### src/rtl/bms_pkg.sv
`default_nettype none
// ----------------------------------------------------------------------------
// bms_pkg
// Shared types, tone tables and register indexes for the button melody
// sequencer.
// ----------------------------------------------------------------------------
package bms_pkg;

  // Sequencer phases, coded as they appear on phase_code.
  typedef enum logic [2:0] {
    PH_START = 3'd0,
    PH_WAIT  = 3'd1,
    PH_NOTE  = 3'd2,
    PH_REST  = 3'd3,
    PH_HOLD  = 3'd4
  } phase_t;

  // Tone code: 0 is silence, 1 to 6 are A, E, D, C5, B and G.
  typedef logic [2:0] tone_t;

  localparam tone_t TONE_SILENT = 3'd0;

  // Configuration register indexes.
  typedef enum logic [1:0] {
    REG_NOTE_TICKS = 2'd0,
    REG_REST_TICKS = 2'd1,
    REG_LAST_STEP  = 2'd2
  } reg_index_t;

  localparam int unsigned NOTE_STEPS_DEFAULT = 16;
  localparam int unsigned MELODY_LEN         = 16;

  localparam logic [7:0] BUTTON_PRESS   = 8'h01;
  localparam logic [7:0] BUTTON_RELEASE = 8'h00;

  localparam logic [7:0]  NOTE_TICKS_RESET = 8'd1;
  localparam logic [7:0]  REST_TICKS_RESET = 8'd1;
  localparam logic [3:0]  LAST_STEP_RESET  = 4'd15;

  // Divider compare word per tone code: 8000000 / (128 * f) truncated, minus 1.
  // Entry 0 is the rightmost element.
  localparam logic [7:0][15:0] TONE_WORD = {
    16'hFFFF, 16'd158, 16'd125, 16'd118, 16'd211, 16'd188, 16'd141, 16'hFFFF
  };

  // Fixed melody, step 0 is the rightmost element.
  localparam logic [MELODY_LEN-1:0][2:0] MELODY = {
    3'd1, 3'd5, 3'd6, 3'd5, 3'd4, 3'd3, 3'd4, 3'd5,
    3'd1, 3'd5, 3'd4, 3'd5, 3'd4, 3'd3, 3'd2, 3'd1
  };

endpackage
`default_nettype wire

### src/rtl/button_melody_sequencer.sv
`default_nettype none
// ----------------------------------------------------------------------------
// button_melody_sequencer
// Button-started melody player that emits one tone status per tick.
// ----------------------------------------------------------------------------
// Each input transaction is one tick carrying the sampled button byte, and it
// produces exactly one output transaction in the next cycle with the tone gate,
// the tone divider compare word, a restart strobe, the phase and the step.
// The block takes one tick per clock cycle: the next phase, step, tick count
// and tone are worked out by a short block of logic from the state registers
// and the incoming byte, and land in the state registers and in an output
// register in the same edge. A new tick is accepted whenever the output
// register is empty or is being drained in that cycle, so with no stall on
// the output side the throughput is one transaction per cycle. Configuration
// registers (note_ticks, rest_ticks, last_step) are written through a plain
// write port and should only be changed while no tick is in flight. After
// reset the sequencer passes through a start phase into wait; a byte equal
// to 1 starts play of a fixed note table, each step being a note phase
// followed by a rest phase timed by a wrapping 8-bit tick counter that is
// deliberately not cleared between a rest and the following note.
module button_melody_sequencer #(
  parameter int unsigned NOTE_STEPS = bms_pkg::NOTE_STEPS_DEFAULT
) (
  input  wire logic        clk,
  input  wire logic        rst,
  // Tick input channel.
  input  wire logic        in_valid,
  output logic             in_stall,
  input  wire logic [7:0]  button_byte,
  // Result channel.
  output logic             out_valid,
  input  wire logic        out_stall,
  output logic             tone_on,
  output logic [15:0]      tone_compare,
  output logic             restart_counter,
  output logic [2:0]       phase_code,
  output logic [3:0]       step_index,
  // Configuration write port.
  input  wire logic        cfg_write_en,
  input  wire logic [1:0]  cfg_index,
  input  wire logic [7:0]  cfg_data
);

  // Tone per step, with steps past the table folded back onto it. The fold
  // is fixed at elaboration, so this is a constant table.
  logic [2:0] step_tone [16];

  for (genvar i = 0; i < 16; i++) begin : g_step_tone
    localparam int unsigned IDX = (i % NOTE_STEPS) % bms_pkg::MELODY_LEN;
    assign step_tone[i] = bms_pkg::MELODY[IDX[3:0]];
  end

  // Configuration registers.
  logic [7:0] note_ticks;
  logic [7:0] rest_ticks;
  logic [3:0] last_step;

  // Sequencer state.
  bms_pkg::phase_t phase, phase_next;
  logic [3:0]      step, step_next;
  logic [7:0]      tick_count, tick_count_next;
  bms_pkg::tone_t  last_tone, last_tone_next;
  logic            restart_next;

  logic in_accept;
  logic out_accept;

  // The output register can take a new result when it is empty or when its
  // current content leaves in this cycle.
  assign out_accept = out_valid & ~out_stall;
  assign in_stall   = out_valid & out_stall;
  assign in_accept  = in_valid & ~in_stall;

  always_ff @(posedge clk) begin
    if (rst) begin
      note_ticks <= bms_pkg::NOTE_TICKS_RESET;
      rest_ticks <= bms_pkg::REST_TICKS_RESET;
      last_step  <= bms_pkg::LAST_STEP_RESET;
    end else if (cfg_write_en) begin
      case (cfg_index)
        bms_pkg::REG_NOTE_TICKS: note_ticks <= cfg_data;
        bms_pkg::REG_REST_TICKS: rest_ticks <= cfg_data;
        bms_pkg::REG_LAST_STEP:  last_step  <= cfg_data[3:0];
        default: ;  // Unknown indexes are ignored.
      endcase
    end
  end

  // Next phase, step and tick count. Leaving a rest for the next note keeps
  // the tick count running; only the start phase, entering a note from wait
  // and entering a rest clear it. A final rest that sees neither a release nor
  // a press keeps resting and counting.
  always_comb begin
    phase_next      = phase;
    step_next       = step;
    tick_count_next = tick_count;
    case (phase)
      bms_pkg::PH_START: begin
        phase_next      = bms_pkg::PH_WAIT;
        step_next       = '0;
        tick_count_next = '0;
      end
      bms_pkg::PH_WAIT: begin
        if (button_byte == bms_pkg::BUTTON_PRESS) begin
          phase_next      = bms_pkg::PH_NOTE;
          tick_count_next = '0;
        end
      end
      bms_pkg::PH_NOTE: begin
        if (tick_count >= note_ticks) begin
          phase_next      = bms_pkg::PH_REST;
          tick_count_next = '0;
        end
      end
      bms_pkg::PH_REST: begin
        if (tick_count >= rest_ticks) begin
          if (step < last_step) begin
            step_next  = step + 4'd1;
            phase_next = bms_pkg::PH_NOTE;
          end else if (button_byte == bms_pkg::BUTTON_RELEASE) begin
            step_next  = '0;
            phase_next = bms_pkg::PH_WAIT;
          end else if (button_byte == bms_pkg::BUTTON_PRESS) begin
            step_next  = '0;
            phase_next = bms_pkg::PH_HOLD;
          end
        end
      end
      bms_pkg::PH_HOLD: begin
        if (button_byte != bms_pkg::BUTTON_PRESS) begin
          phase_next = bms_pkg::PH_WAIT;
          step_next  = '0;
        end
      end
      default: phase_next = bms_pkg::PH_WAIT;
    endcase
    // Note and rest phases count this tick.
    if (phase_next == bms_pkg::PH_NOTE || phase_next == bms_pkg::PH_REST) begin
      tick_count_next = tick_count_next + 8'd1;
    end
  end

  // Tone selected by the new phase, and the restart strobe when it changes.
  // End hold keeps whatever tone was last selected.
  always_comb begin
    case (phase_next)
      bms_pkg::PH_NOTE: last_tone_next = step_tone[step_next];
      bms_pkg::PH_HOLD: last_tone_next = last_tone;
      default:          last_tone_next = bms_pkg::TONE_SILENT;
    endcase
    restart_next = (last_tone_next != last_tone);
  end

  always_ff @(posedge clk) begin
    if (rst) begin
      phase      <= bms_pkg::PH_START;
      step       <= '0;
      tick_count <= '0;
      last_tone  <= bms_pkg::TONE_SILENT;
      out_valid  <= 1'b0;
    end else begin
      if (in_accept) begin
        phase      <= phase_next;
        step       <= step_next;
        tick_count <= tick_count_next;
        last_tone  <= last_tone_next;
        out_valid  <= 1'b1;
      end else if (out_accept) begin
        out_valid  <= 1'b0;
      end
    end
  end

  // Output payload register; loaded only with an accepted tick.
  always_ff @(posedge clk) begin
    if (in_accept) begin
      tone_on         <= (last_tone_next != bms_pkg::TONE_SILENT);
      tone_compare    <= bms_pkg::TONE_WORD[last_tone_next];
      restart_counter <= restart_next;
      phase_code      <= phase_next;
      step_index      <= step_next;
    end
  end

endmodule
`default_nettype wire

### config.mk
export PLATFORM = sky130hd
export DESIGN_NAME = button_melody_sequencer
export DESIGN_NICKNAME = d
export VERILOG_FILES = /design/src/rtl/bms_pkg.sv /design/src/rtl/button_melody_sequencer.sv
export SDC_FILE = /design/constraint.sdc
export NUM_CORES = 1
export LEC_CHECK = 0
export BUFFER_PORTS_ARGS = -buffer_cell sky130_fd_sc_hd__buf_2
export CAP_MARGIN = 20
export CORE_ASPECT_RATIO = 0.6
export CORE_MARGIN = 1.5
export CORE_UTILIZATION = 40
export CTS_BUF_LIST = sky130_fd_sc_hd__clkbuf_4 sky130_fd_sc_hd__clkbuf_8
export DETAILED_ROUTE_END_ITERATION = 12
export PLACE_DENSITY_LB_ADDON = 0.3
export SETUP_SLACK_MARGIN = 0.5
export SLEW_MARGIN = 10
export SYNTH_ARGS = -nofsm -noshare
export SYNTH_HDL_FRONTEND = slang
export SYNTH_SLANG_ARGS = --single-unit
### constraint.sdc
create_clock -name clk -period 4.1 [get_ports clk]
set_input_delay 0.205 -clock clk [delete_from_list [all_inputs] [get_ports clk]]
set_output_delay 0.205 -clock clk [all_outputs]
set_load 0.1 [all_outputs]
# After elaboration in Yosys (flattened, before gate mapping)
# Memory sizes are Yosys's and may differ from the RTL's. A register that Yosys moved wholly into a read port is not among the register bits.
# Index checks and enable logic that the tools add are counted.
dict set report word_totals {
  register_bits 48
  n_memories 2
  romBits 176
  word_cells 70
}
dict set report op_classes {
  reduce_logical 9
  muxes 23
  magnitude_cmp 4
  n_bitwise 6
  add_sub_neg 2
  n_eq_ne 12
}
# name words width rd rd_clocked_by_memory_dff wr line_no
set memory_table {}
lappend memory_table {{(name not given)} 8 16 1 1 0 button_melody_sequencer.sv:178} ;# tone_compare <= bms_pkg::TONE_WORD[last_tone_next];
lappend memory_table {{(name not given)} 16 3 1 0 0 button_melody_sequencer.sv:147} ;# bms_pkg::PH_NOTE: last_tone_next = step_tone[step_next];
# operator n
set op_table {}
lappend op_table {{2-to-1 mux 3 bit} 9}
lappend op_table {{2-to-1 mux 8 bit} 3}
lappend op_table {{one-hot mux 8 bit (3 select lines)} 1}
lappend op_table {{2-to-1 mux 4 bit} 5}
lappend op_table {{greater-or-equal comparator 8 bit} 2}
lappend op_table {{equality test 3 x 2 -> 1 bit (second input constant)} 4}
lappend op_table {{one-hot mux 3 bit (4 select lines)} 1}
lappend op_table {{one-hot mux 4 bit (3 select lines)} 1}
lappend op_table {{adder 8 x 1 -> 8 bit (second input constant)} 1}
lappend op_table {{equality test 8 x 1 -> 1 bit (second input constant)} 1}
lappend op_table {{logical NOT 8 bit} 1}
lappend op_table {{!= test 8 x 1 -> 1 bit (second input constant)} 1}
lappend op_table {{equality test 3 bit (second input constant)} 2}
lappend op_table {{one-hot mux 3 bit (2 select lines)} 1}
lappend op_table {{AND reduction 2 bit} 3}
lappend op_table {{greater-or-equal comparator 5 bit (second input constant)} 1}
lappend op_table {{NOT 4 -> 5 bit} 1}
lappend op_table {{adder 4 x 1 -> 4 bit (second input constant)} 1}
lappend op_table {{< comparator 4 bit} 1}
lappend op_table {{AND 1 bit} 3}
lappend op_table {{equality test 3 x 1 -> 1 bit (second input constant)} 1}
lappend op_table {{logical NOT 3 bit} 1}
lappend op_table {{!= test 3 bit} 1}
lappend op_table {{nonzero test 3 bit} 1}
lappend op_table {{other kinds (7)} 9}

# Depth between registers and ports, before layout
# Gate-level depths: netlist of the first run.
dict set report logic_depth {
  depth_word 12
  depth_mapped 16
}

# Worst setup path after synthesis of the first run
# Ideal clock, no wire load.
dict set report synth_timing {
  path_kind {register to register}
  startpoint {reg tick_count[0]}
  endpoint {reg tone_compare[14], data pin}
  path_buffers 0
  slack_ns 0.786
  required_ns 3.840
  path_stages_with_launch 17
  t_arrival_ns 3.054
  period_less_slack_ns 3.314
  path_cell_list {dfxtp_1 > inv_1 > ha_1 > nand2b_1 > a31oi_1 > o311a_1 > a221o_1 > a22oi_1 > inv_1 > ha_1 > inv_1 > o211ai_1 > a21boi_2 > inv_1 > ha_1 > inv_1 > o21ai_0}
}
dict set report synth_between {
  elab_chain_len 8
  word_cells_on_any_way 14
  classes_between {2 x order compare; 2 x eq/ne; 8 x mux; 1 x bitwise; 1 x memory}
}
# element line_no
set synth_rtl {}
lappend synth_rtl {{from (decl)} button_melody_sequencer.sv:61} ;# logic [7:0] tick_count, tick_count_next;
lappend synth_rtl {{from (signal assigned)} button_melody_sequencer.sv:165} ;# tick_count <= tick_count_next;
lappend synth_rtl {{greater-or-equal comparator 8 bit} button_melody_sequencer.sv:116} ;# if (tick_count >= rest_ticks) begin
lappend synth_rtl {{2-to-1 mux 4 bit} button_melody_sequencer.sv:116}
lappend synth_rtl {{one-hot mux 4 bit (3 select lines)} button_melody_sequencer.sv:97} ;# case (phase)
lappend synth_rtl {{named net step_next[1]} button_melody_sequencer.sv:60} ;# logic [3:0] step, step_next;
lappend synth_rtl {{NOT 4 -> 5 bit (not written as such)} button_melody_sequencer.sv:147}
lappend synth_rtl {{memory (16 x 3 bit)} --}
lappend synth_rtl {{2-to-1 mux 3 bit (not written as such) (2 in a row)} button_melody_sequencer.sv:147}
lappend synth_rtl {{one-hot mux 3 bit (2 select lines)} button_melody_sequencer.sv:146} ;# case (phase_next)
lappend synth_rtl {{named net last_tone_next[1]} button_melody_sequencer.sv:62} ;# bms_pkg::tone_t last_tone, last_tone_next;
lappend synth_rtl {{to (decl)} button_melody_sequencer.sv:34} ;# output logic [15:0] tone_compare,
# The timed path passes the listed nets, and every way through them passes these cells. The select of a mux whose other input is x is not followed.
# A chain may end at the register's enable or synchronous reset.

# Worst setup path after layout of the first run
dict set report layout_timing {
  startpoint {reg tick_count[0]}
  endpoint {reg tone_compare[14], data pin}
}
dict set report layout_between {
  elab_chain_len 8
  word_cells_on_any_way 14
  classes_between {2 x order compare; 2 x eq/ne; 8 x mux; 1 x bitwise; 1 x memory}
}
# element line_no
set layout_rtl {}
lappend layout_rtl {{greater-or-equal comparator 8 bit} button_melody_sequencer.sv:116}
lappend layout_rtl {{2-to-1 mux 4 bit} button_melody_sequencer.sv:116}
lappend layout_rtl {{one-hot mux 4 bit (3 select lines)} button_melody_sequencer.sv:97}
lappend layout_rtl {{named net step_next[1]} button_melody_sequencer.sv:60}
lappend layout_rtl {{NOT 4 -> 5 bit (not written as such)} button_melody_sequencer.sv:147}
lappend layout_rtl {{memory (16 x 3 bit)} --}
lappend layout_rtl {{2-to-1 mux 3 bit (not written as such) (2 in a row)} button_melody_sequencer.sv:147}
lappend layout_rtl {{one-hot mux 3 bit (2 select lines)} button_melody_sequencer.sv:146}
# The timed path passes the listed nets, and every way through them passes these cells. The select of a mux whose other input is x is not followed.

==> results of run 1 <==
-- through the flow --
step / hold slack (ps) / util [%]
after floorplan: 323 / -
after global placement: 427 / 45.4
after detailed placement: 432 / 45.4
after CTS: 68.1 / 47.8
after global routing: 67.2 / 50.8
final: 78.4 / 50.8
-- sequential cells by signal, indices dropped and copies added (netlist names) --
register,count
tone_compare,9
note_ticks,8
rest_ticks,8
tick_count,8
last_step,4
step,4
step_index,4
last_tone,3
phase,3
phase_code,3
out_valid,1
restart_counter,1
tone_on,1
-- power groups by stage --
stage / Combinational, mW / Sequential, mW / Clock [mW]
after detailed placement: 0.146 / 0.623 / 0
after global routing: 0.171 / 0.613 / 0.484
after floorplan: 0.0751 / 0.654 / 0
final: 0.158 / 0.611 / 0.445
after CTS: 0.147 / 0.611 / 0.454
after global placement: 0.143 / 0.622 / 0
-- routing by layer --
layer,part of all wire (%),routed length (um),GRT usage (%),vias to the layer above
met4,1.3,108,7.19,0
li1,-,-,-,1418
met2,42,3370,25.1,80
met5,0,0,0,-
met3,5.5,443,5.98,14
met1,51,4110,26.5,1330
-- cell type report --
| cell class | instances | area, sq um | share of cell area (%) |
|---|---|---|---|
| clock buffer | 11 | 139 | 3.44 |
| clock inverter | 5 | 22.5 | 0.558 |
| multi-input combinational | 260 | 1900 | 47.0 |
| sequential | 57 | 1340 | 33.2 |
| timing repair buffer | 68 | 388 | 9.61 |
| tap | 108 | 135 | 3.35 |
| inverter | 30 | 113 | 2.79 |
-- cell families after synthesis --
kind of cell,after synthesis,synth area share [%]
and+or+nand+nor,133,20.0
AOI/OAI and AO/OA,85,18.6
DFF,57,39.9
buffers and inverters,49,6.61
adders and majority gates,30,11.3
muxes,11,3.36
xor gates and xnor gates,1,0.264
-- synthesized netlist by cell type, types with 2 or more instances --
library cell and number:
nand3_1 5, a22oi_1 4, nor3_1 8, and2_1 2
nor2_1 51, nand3b_1 4, mux2i_1 10, inv_1 30
a32oi_1 2, o211ai_1 4, clkbuf_1 10, dfxtp_1 39
or2_2 3, a211o_1 6, a311oi_1 2, a31oi_1 4
ha_1 30, a221o_1 3, o21ai_0 16, a21oi_1 21
nand2b_1 10, nor2b_1 2, and3_1 2, buf_4 7
edfxtp_1 18, a21boi_2 3, nor3b_1 4, a211oi_1 6
nand4_1 2, nand2_1 31
-- cell usage in the layout, fill, tap and decap left out, types with 10 or more instances in the layout --
| cell type | count |
|---|---|
| nor2_1 | 50 |
| buf_2 | 49 |
| nand2_1 | 31 |
| inv_1 | 25 |
| dfxtp_1 | 25 |
| ha_1 | 23 |
| a21oi_1 | 21 |
| buf_4 | 19 |
| edfxtp_1 | 18 |
| o21ai_0 | 15 |
| dfxtp_2 | 13 |
| mux2i_1 | 10 |
-- critical path, cell delays in order, from the launching register on --
cell and delay (ps):
dfxtp_2 350, inv_2 50, ha_1 270, nand2b_4 120
a31oi_4 90, o311a_1 380, a221o_1 420, a22oi_2 270
inv_2 110, ha_4 270, inv_1 30, o211ai_1 310
a21boi_2 180, buf_4 170, ha_2 160, nand2_1 70
o21ai_1 60
-- path summary, 6_finish.rpt --
path | to | slack (ps) | cells past startpoint
setup / recovery | tone_compare[14] | 530 | 16
hold / removal | note_ticks[0] | 80 | 2
setup reg to reg | tone_compare[14] | 530 | 16
hold reg to reg | last_step[0] | 470 | 1
-- what timing repair did --
item	4_1_cts	5_1_grt
gates resized for setup	1	37
endpoints found under the setup margin	6	11
setup buffers	3	14
pin swaps	3	11
==> impl_metrics.py, run 1 <==
metrics = {
    "logic_synthesis": {
        "synth_fp_nets": 419,
        "syn-cell-area_sq_um": 3310,
        "ys.warnings.count": 0,
        "synth-async-reset-ratio_pct": 0,
        "synth-edff-count": 18,
        "yosysSeqAreaShare_pct": 39.9,
        "synthCells": 366,
        "yosys.area.top_type": "dfxtp_1",
        "yosys.area.top_type_share_pct": 23.6,
        "avgSynthCellArea_sq_um": 9.06,
        "synthFlopType": "dfxtp_1",
        "ys_types": 57,
        "ys_top_cells_by_area": "dfxtp_1 24%, edfxtp_1 16%, ha_1 11%, nor2_1 5.8%, nand2_1 3.5%",
        "synth-seq-cells": 57,
    },
    "sta": {
        "fin_ws_ps": 528,
        "skew_ps": 10.5,
        "setup_violations": 0,
        "hold_viol": 0,
        "rsz0062_at_grt": "false",
        "period_needed_ps": 3570,
        "slew_headroom_pct": 33.9,
        "tightest_slew_ps": 988,
        "finalSetupTns_ps": 0,
        "finalCritPeriodShare_pct": 87.1,
        "fmax_mhz": 280,
        "finalMaxSlewViolations": 0,
    },
    "power": {
        "p_int_mw": 0.873,
        "finalPower_mw": 1.21,
        "powerDensity_nw_per_um2": 301,
        "p_switching_mw": 0.342,
        "netSwitchingFraction_pct": 28.2,
        "pwr-share-comb_pct": 13.0,
        "p_leak_nw": 1.69,
        "ir_drop_v": 0.000176,
        "p_seq_share_pct": 50.3,
        "clkPwrFrac_pct": 36.7,
    },
    "cells_and_area": {
        "final_area_sq_um": 4040,
        "drive_gt1_share_pct": 30.9,
        "syn2layout_area_growth_pct": 21.8,
        "instances_no_fill": 539,
        "nNetsFinal": 479,
        "n_fill_cell": 745,
        "antennaDiodeCount": 0,
    },
    "die": {
        "core_area_sq_um": 7950,
        "die_height_um": 73.5,
        "start_util_pct": 41.7,
        "io_pins": 50,
        "rows": 25,
        "die_x_um": 121,
        "die_area_sq_um": 8860,
    },
    "critical_path": {
        "required_ps": 4200,
        "arrival_ps": 3680,
        "r2r-start": "tick_count[0]",
        "startpoint": "tick_count[0]",
        "cp_max_fo": 7,
        "end_kind": "register",
        "path_class": "register to register",
        "cp-start-kind": "register",
    },
    "global_routing": {
        "grt_max_degree": 40,
        "grt_pass1_wl_mm": 12.4,
        "grt_pass1_vias": 2511,
        "antenna_found_initial": 0,
        "globalRoute.totalOverflow": 0,
        "track_usage_pct": 18.4,
    },
    "clock_tree": {
        "path_clk_slew_ps": 60,
        "cts_buffers": 9,
        "cts_hold_buf": 0,
        "root_buffer": "clkbuf_8",
        "cts_buffer_depth": 2,
        "cts_sinks": 57,
        "cts_tree": "done",
        "h-tree-depth": 3,
        "insertion_delay_ps": 350,
    },
    "detailed_routing": {
        "dr.pass1.iters": 7,
        "final_antenna_net_count": 0,
        "drt_wl_total_mm": 8.02,
        "vias": 2842,
        "wire_per_inst_um": 14.9,
        "post-route-drc-count": 0,
        "drt_iter0_markers": 222,
        "via_per_inst": 5.27,
    },
    "placed_design": {
        "placed_cell_area_sq_um": 3610,
        "gp_congestion": 0.772,
        "dp_hpwl_mm": 5.52,
        "port-buffer-count": 49,
        "dp_slack_ps": 385,
        "dp_cells": 506,
    },
    "hold_path": {
        "min_from": "cfg_data[0]",
        "hold_class": "primary input to register",
    },
    "job": {
        "maxCapViolations": 0,
    },
    "status": {
        "outcome": "finished clean",
    },
}
(Power assumes the default switching activity.)
==> run 2: changes to the inputs <==
--- a/config.mk
+++ b/config.mk
@@ -7,7 +7,7 @@
 export LEC_CHECK = 0
 export BUFFER_PORTS_ARGS = -buffer_cell sky130_fd_sc_hd__buf_2
 export CAP_MARGIN = 20
-export CORE_ASPECT_RATIO = 0.6
+export CORE_ASPECT_RATIO = 1.25
 export CORE_MARGIN = 1.5
 export CORE_UTILIZATION = 40
 export CTS_BUF_LIST = sky130_fd_sc_hd__clkbuf_4 sky130_fd_sc_hd__clkbuf_8
==> constraint.sdc (replaced) <==
create_clock -name clk -period 4.1 [get_ports clk]
set_input_delay 0.205 -clock clk [delete_from_list [all_inputs] [get_ports clk]]
set_output_delay 0.205 -clock clk [all_outputs]
set_load 0.05 [all_outputs]
==> run 2 against run 1 <==
Design area is 3.8% lower. Global-route usage fell by 1.6 points. Non-clock buffer count fell by 7. Routed wire length down 13%. Highest routed layer unchanged. Critical path depth decreased by 2. Largest cell class unchanged. Sequential share of layout area is 0.95 points higher. Sequential power about the same. Core utilization is 1.8 points lower. Critical path type unchanged. Setup slack improved by 210 ps. Clock power rose by 13%.
==> impl_metrics.py, run 2 (same netlist as run 1, synthesis figures left out) <==
metrics = {
    "critical_path": {
        "end_kind": "register",
        "path_class": "register to register",
        "cp_max_fo": 7,
        "worstPathCellList": "ha_1 > nand4_1 > o311a_1 > a221o_1 > a22oi_2 > inv_2 > ha_1 > inv_1 > o211ai_1 > a21boi_2 > inv_1 > ha_1 > inv_1 > o21ai_0",
        "startpoint": "tick_count[4]",
        "arrival_ps": 3450,
        "crit_path_top_delay_cell": "o311a_1",
        "required_ps": 4190,
        "cp-start-kind": "register",
        "slowest_delay_ps": 430,
        "r2r-start": "tick_count[4]",
    },
    "cells_and_area": {
        "area.sequential_sq_um": 1330,
        "nNetsFinal": 472,
        "syn2layout_area_growth_pct": 17.2,
        "largest_reg_flops": 9,
        "layout_commonest_cell": "nor2_1",
        "instances_no_fill": 519,
        "final_area_sq_um": 3880,
        "top_register": "tone_compare",
        "drive_gt1_share_pct": 24.3,
        "n_fill_cell": 766,
        "multi_input_area_sq_um": 1810,
        "layout_common_cells": "50 x nor2_1, 49 x buf_2, 34 x dfxtp_1",
        "antennaDiodeCount": 0,
    },
    "detailed_routing": {
        "final_antenna_net_count": 0,
        "top_layer_used": "met4",
        "post-route-drc-count": 0,
        "wl_met3_um": 318,
        "dr_wl_met2_mm": 3.63,
        "vias": 2715,
        "wl_met1_mm": 2.95,
        "via_per_inst": 5.23,
        "drt_wl_total_mm": 7.00,
        "drt_iter0_markers": 110,
        "dr.pass1.iters": 4,
        "wire_per_inst_um": 13.5,
    },
    "die": {
        "start_util_pct": 41.8,
        "die_area_sq_um": 8840,
        "die_x_um": 84.4,
        "rows": 36,
        "io_pins": 50,
        "die_height_um": 105,
        "core_area_sq_um": 7930,
    },
    "clock_tree": {
        "root_buffer": "clkbuf_8",
        "insertion_delay_ps": 350,
        "h-tree-depth": 3,
        "cts_hold_buf": 0,
        "cts_buffer_depth": 2,
        "cts_sinks": 57,
        "cts_buffers": 9,
        "cts_tree": "done",
        "path_clk_slew_ps": 60,
    },
    "status": {
        "outcome": "finished clean",
    },
    "power": {
        "finalPower_mw": 1.24,
        "p_switching_mw": 0.323,
        "pwr-share-comb_pct": 10.5,
        "ir_drop_v": 0.000220,
        "powerDensity_nw_per_um2": 320,
        "p_leak_nw": 1.65,
        "p_int_mw": 0.919,
        "p_seq_share_pct": 49.2,
        "netSwitchingFraction_pct": 26.0,
        "clkPwrFrac_pct": 40.3,
    },
    "global_routing": {
        "grt_pass1_wl_mm": 11.8,
        "antenna_found_initial": 0,
        "track_usage_pct": 16.7,
        "globalRoute.totalOverflow": 0,
        "grt_pass1_vias": 2562,
        "grt_max_degree": 40,
    },
    "placed_design": {
        "port-buffer-count": 49,
        "gp_congestion": 0.837,
        "dp_cells": 495,
        "dp_hpwl_mm": 5.14,
        "placed_cell_area_sq_um": 3600,
    },
    "sta": {
        "finalSetupTns_ps": 0,
        "skew_ps": 8.25,
        "setup_violations": 0,
        "finalCritPeriodShare_pct": 82.0,
        "slew_headroom_pct": 42.3,
        "finalMaxSlewViolations": 0,
        "tightest_slew_ps": 865,
        "timing.hold.ws_ps": 83.9,
        "rsz0062_at_grt": "false",
        "period_needed_ps": 3360,
        "fmax_mhz": 297,
        "hold_viol": 0,
    },
    "hold_path": {
        "hold_class": "primary input to register",
        "min_from": "cfg_data[0]",
    },
    "job": {
        "maxCapViolations": 0,
    },
}
-- run 2: worst max-delay path, delay by kind of cell (launching register included) --
kind	cells	cell delay, ps
flops	1	380
compound gates	6	1540
fa+ha+maj	3	750
buf+inv	4	300
simple gates	1	140
-- run 2: final timing paths --
check / slack (ps) / cells past startpoint / end
setup / recovery: 740 / 14 / tone_compare[14]
hold / removal: 80 / 2 / note_ticks[0]
setup reg to reg: 740 / 14 / tone_compare[14]
hold reg to reg: 490 / 1 / last_step[0]
-- run 2: power groups by stage --
stage                     registers, mW  clock network, mW  logic [mW]
after floorplan                   0.636                  0      0.0730
after global placement            0.622                  0       0.121
after detailed placement          0.623                  0       0.124
after CTS                         0.610              0.517       0.125
after global routing              0.613              0.537       0.146
final                             0.611              0.501       0.130
-- run 2: per-layer routing --
layer | vias up | GRT usage [%]
met5 | - | 0
met4 | 0 | 5.88
met3 | 12 | 5.21
met2 | 54 | 29.7
met1 | 1252 | 18.8
li1 | 1397 | -
-- run 2: repair_timing --
| item | in CTS | in global routing |
|---|---|---|
| endpoints found under the setup margin | 1 | 12 |
| gates resized for setup | 0 | 13 |
| setup buffers | 2 | 6 |
| pin swaps | 1 | 7 |
-- run 2: through the flow --
step,setup WS [ps],util [%]
3_3_place_gp,580,45.4
4_1_cts,511,48.0
2_1_floorplan,786,-
3_5_place_dp,486,45.4
6_report,738,49.0
5_1_grt,486,49.0
-- run 2: area by class of cell --
| class | count | share of cell area [%] |
|---|---|---|
| Clock buffer | 9 | 3.19 |
| Multi-Input combinational cell | 260 | 46.5 |
| Timing Repair Buffer | 61 | 8.63 |
| Inverter | 30 | 2.90 |
| Tap cell | 95 | 3.06 |
| Sequential cell | 57 | 34.2 |
| Clock inverter | 7 | 1.58 |
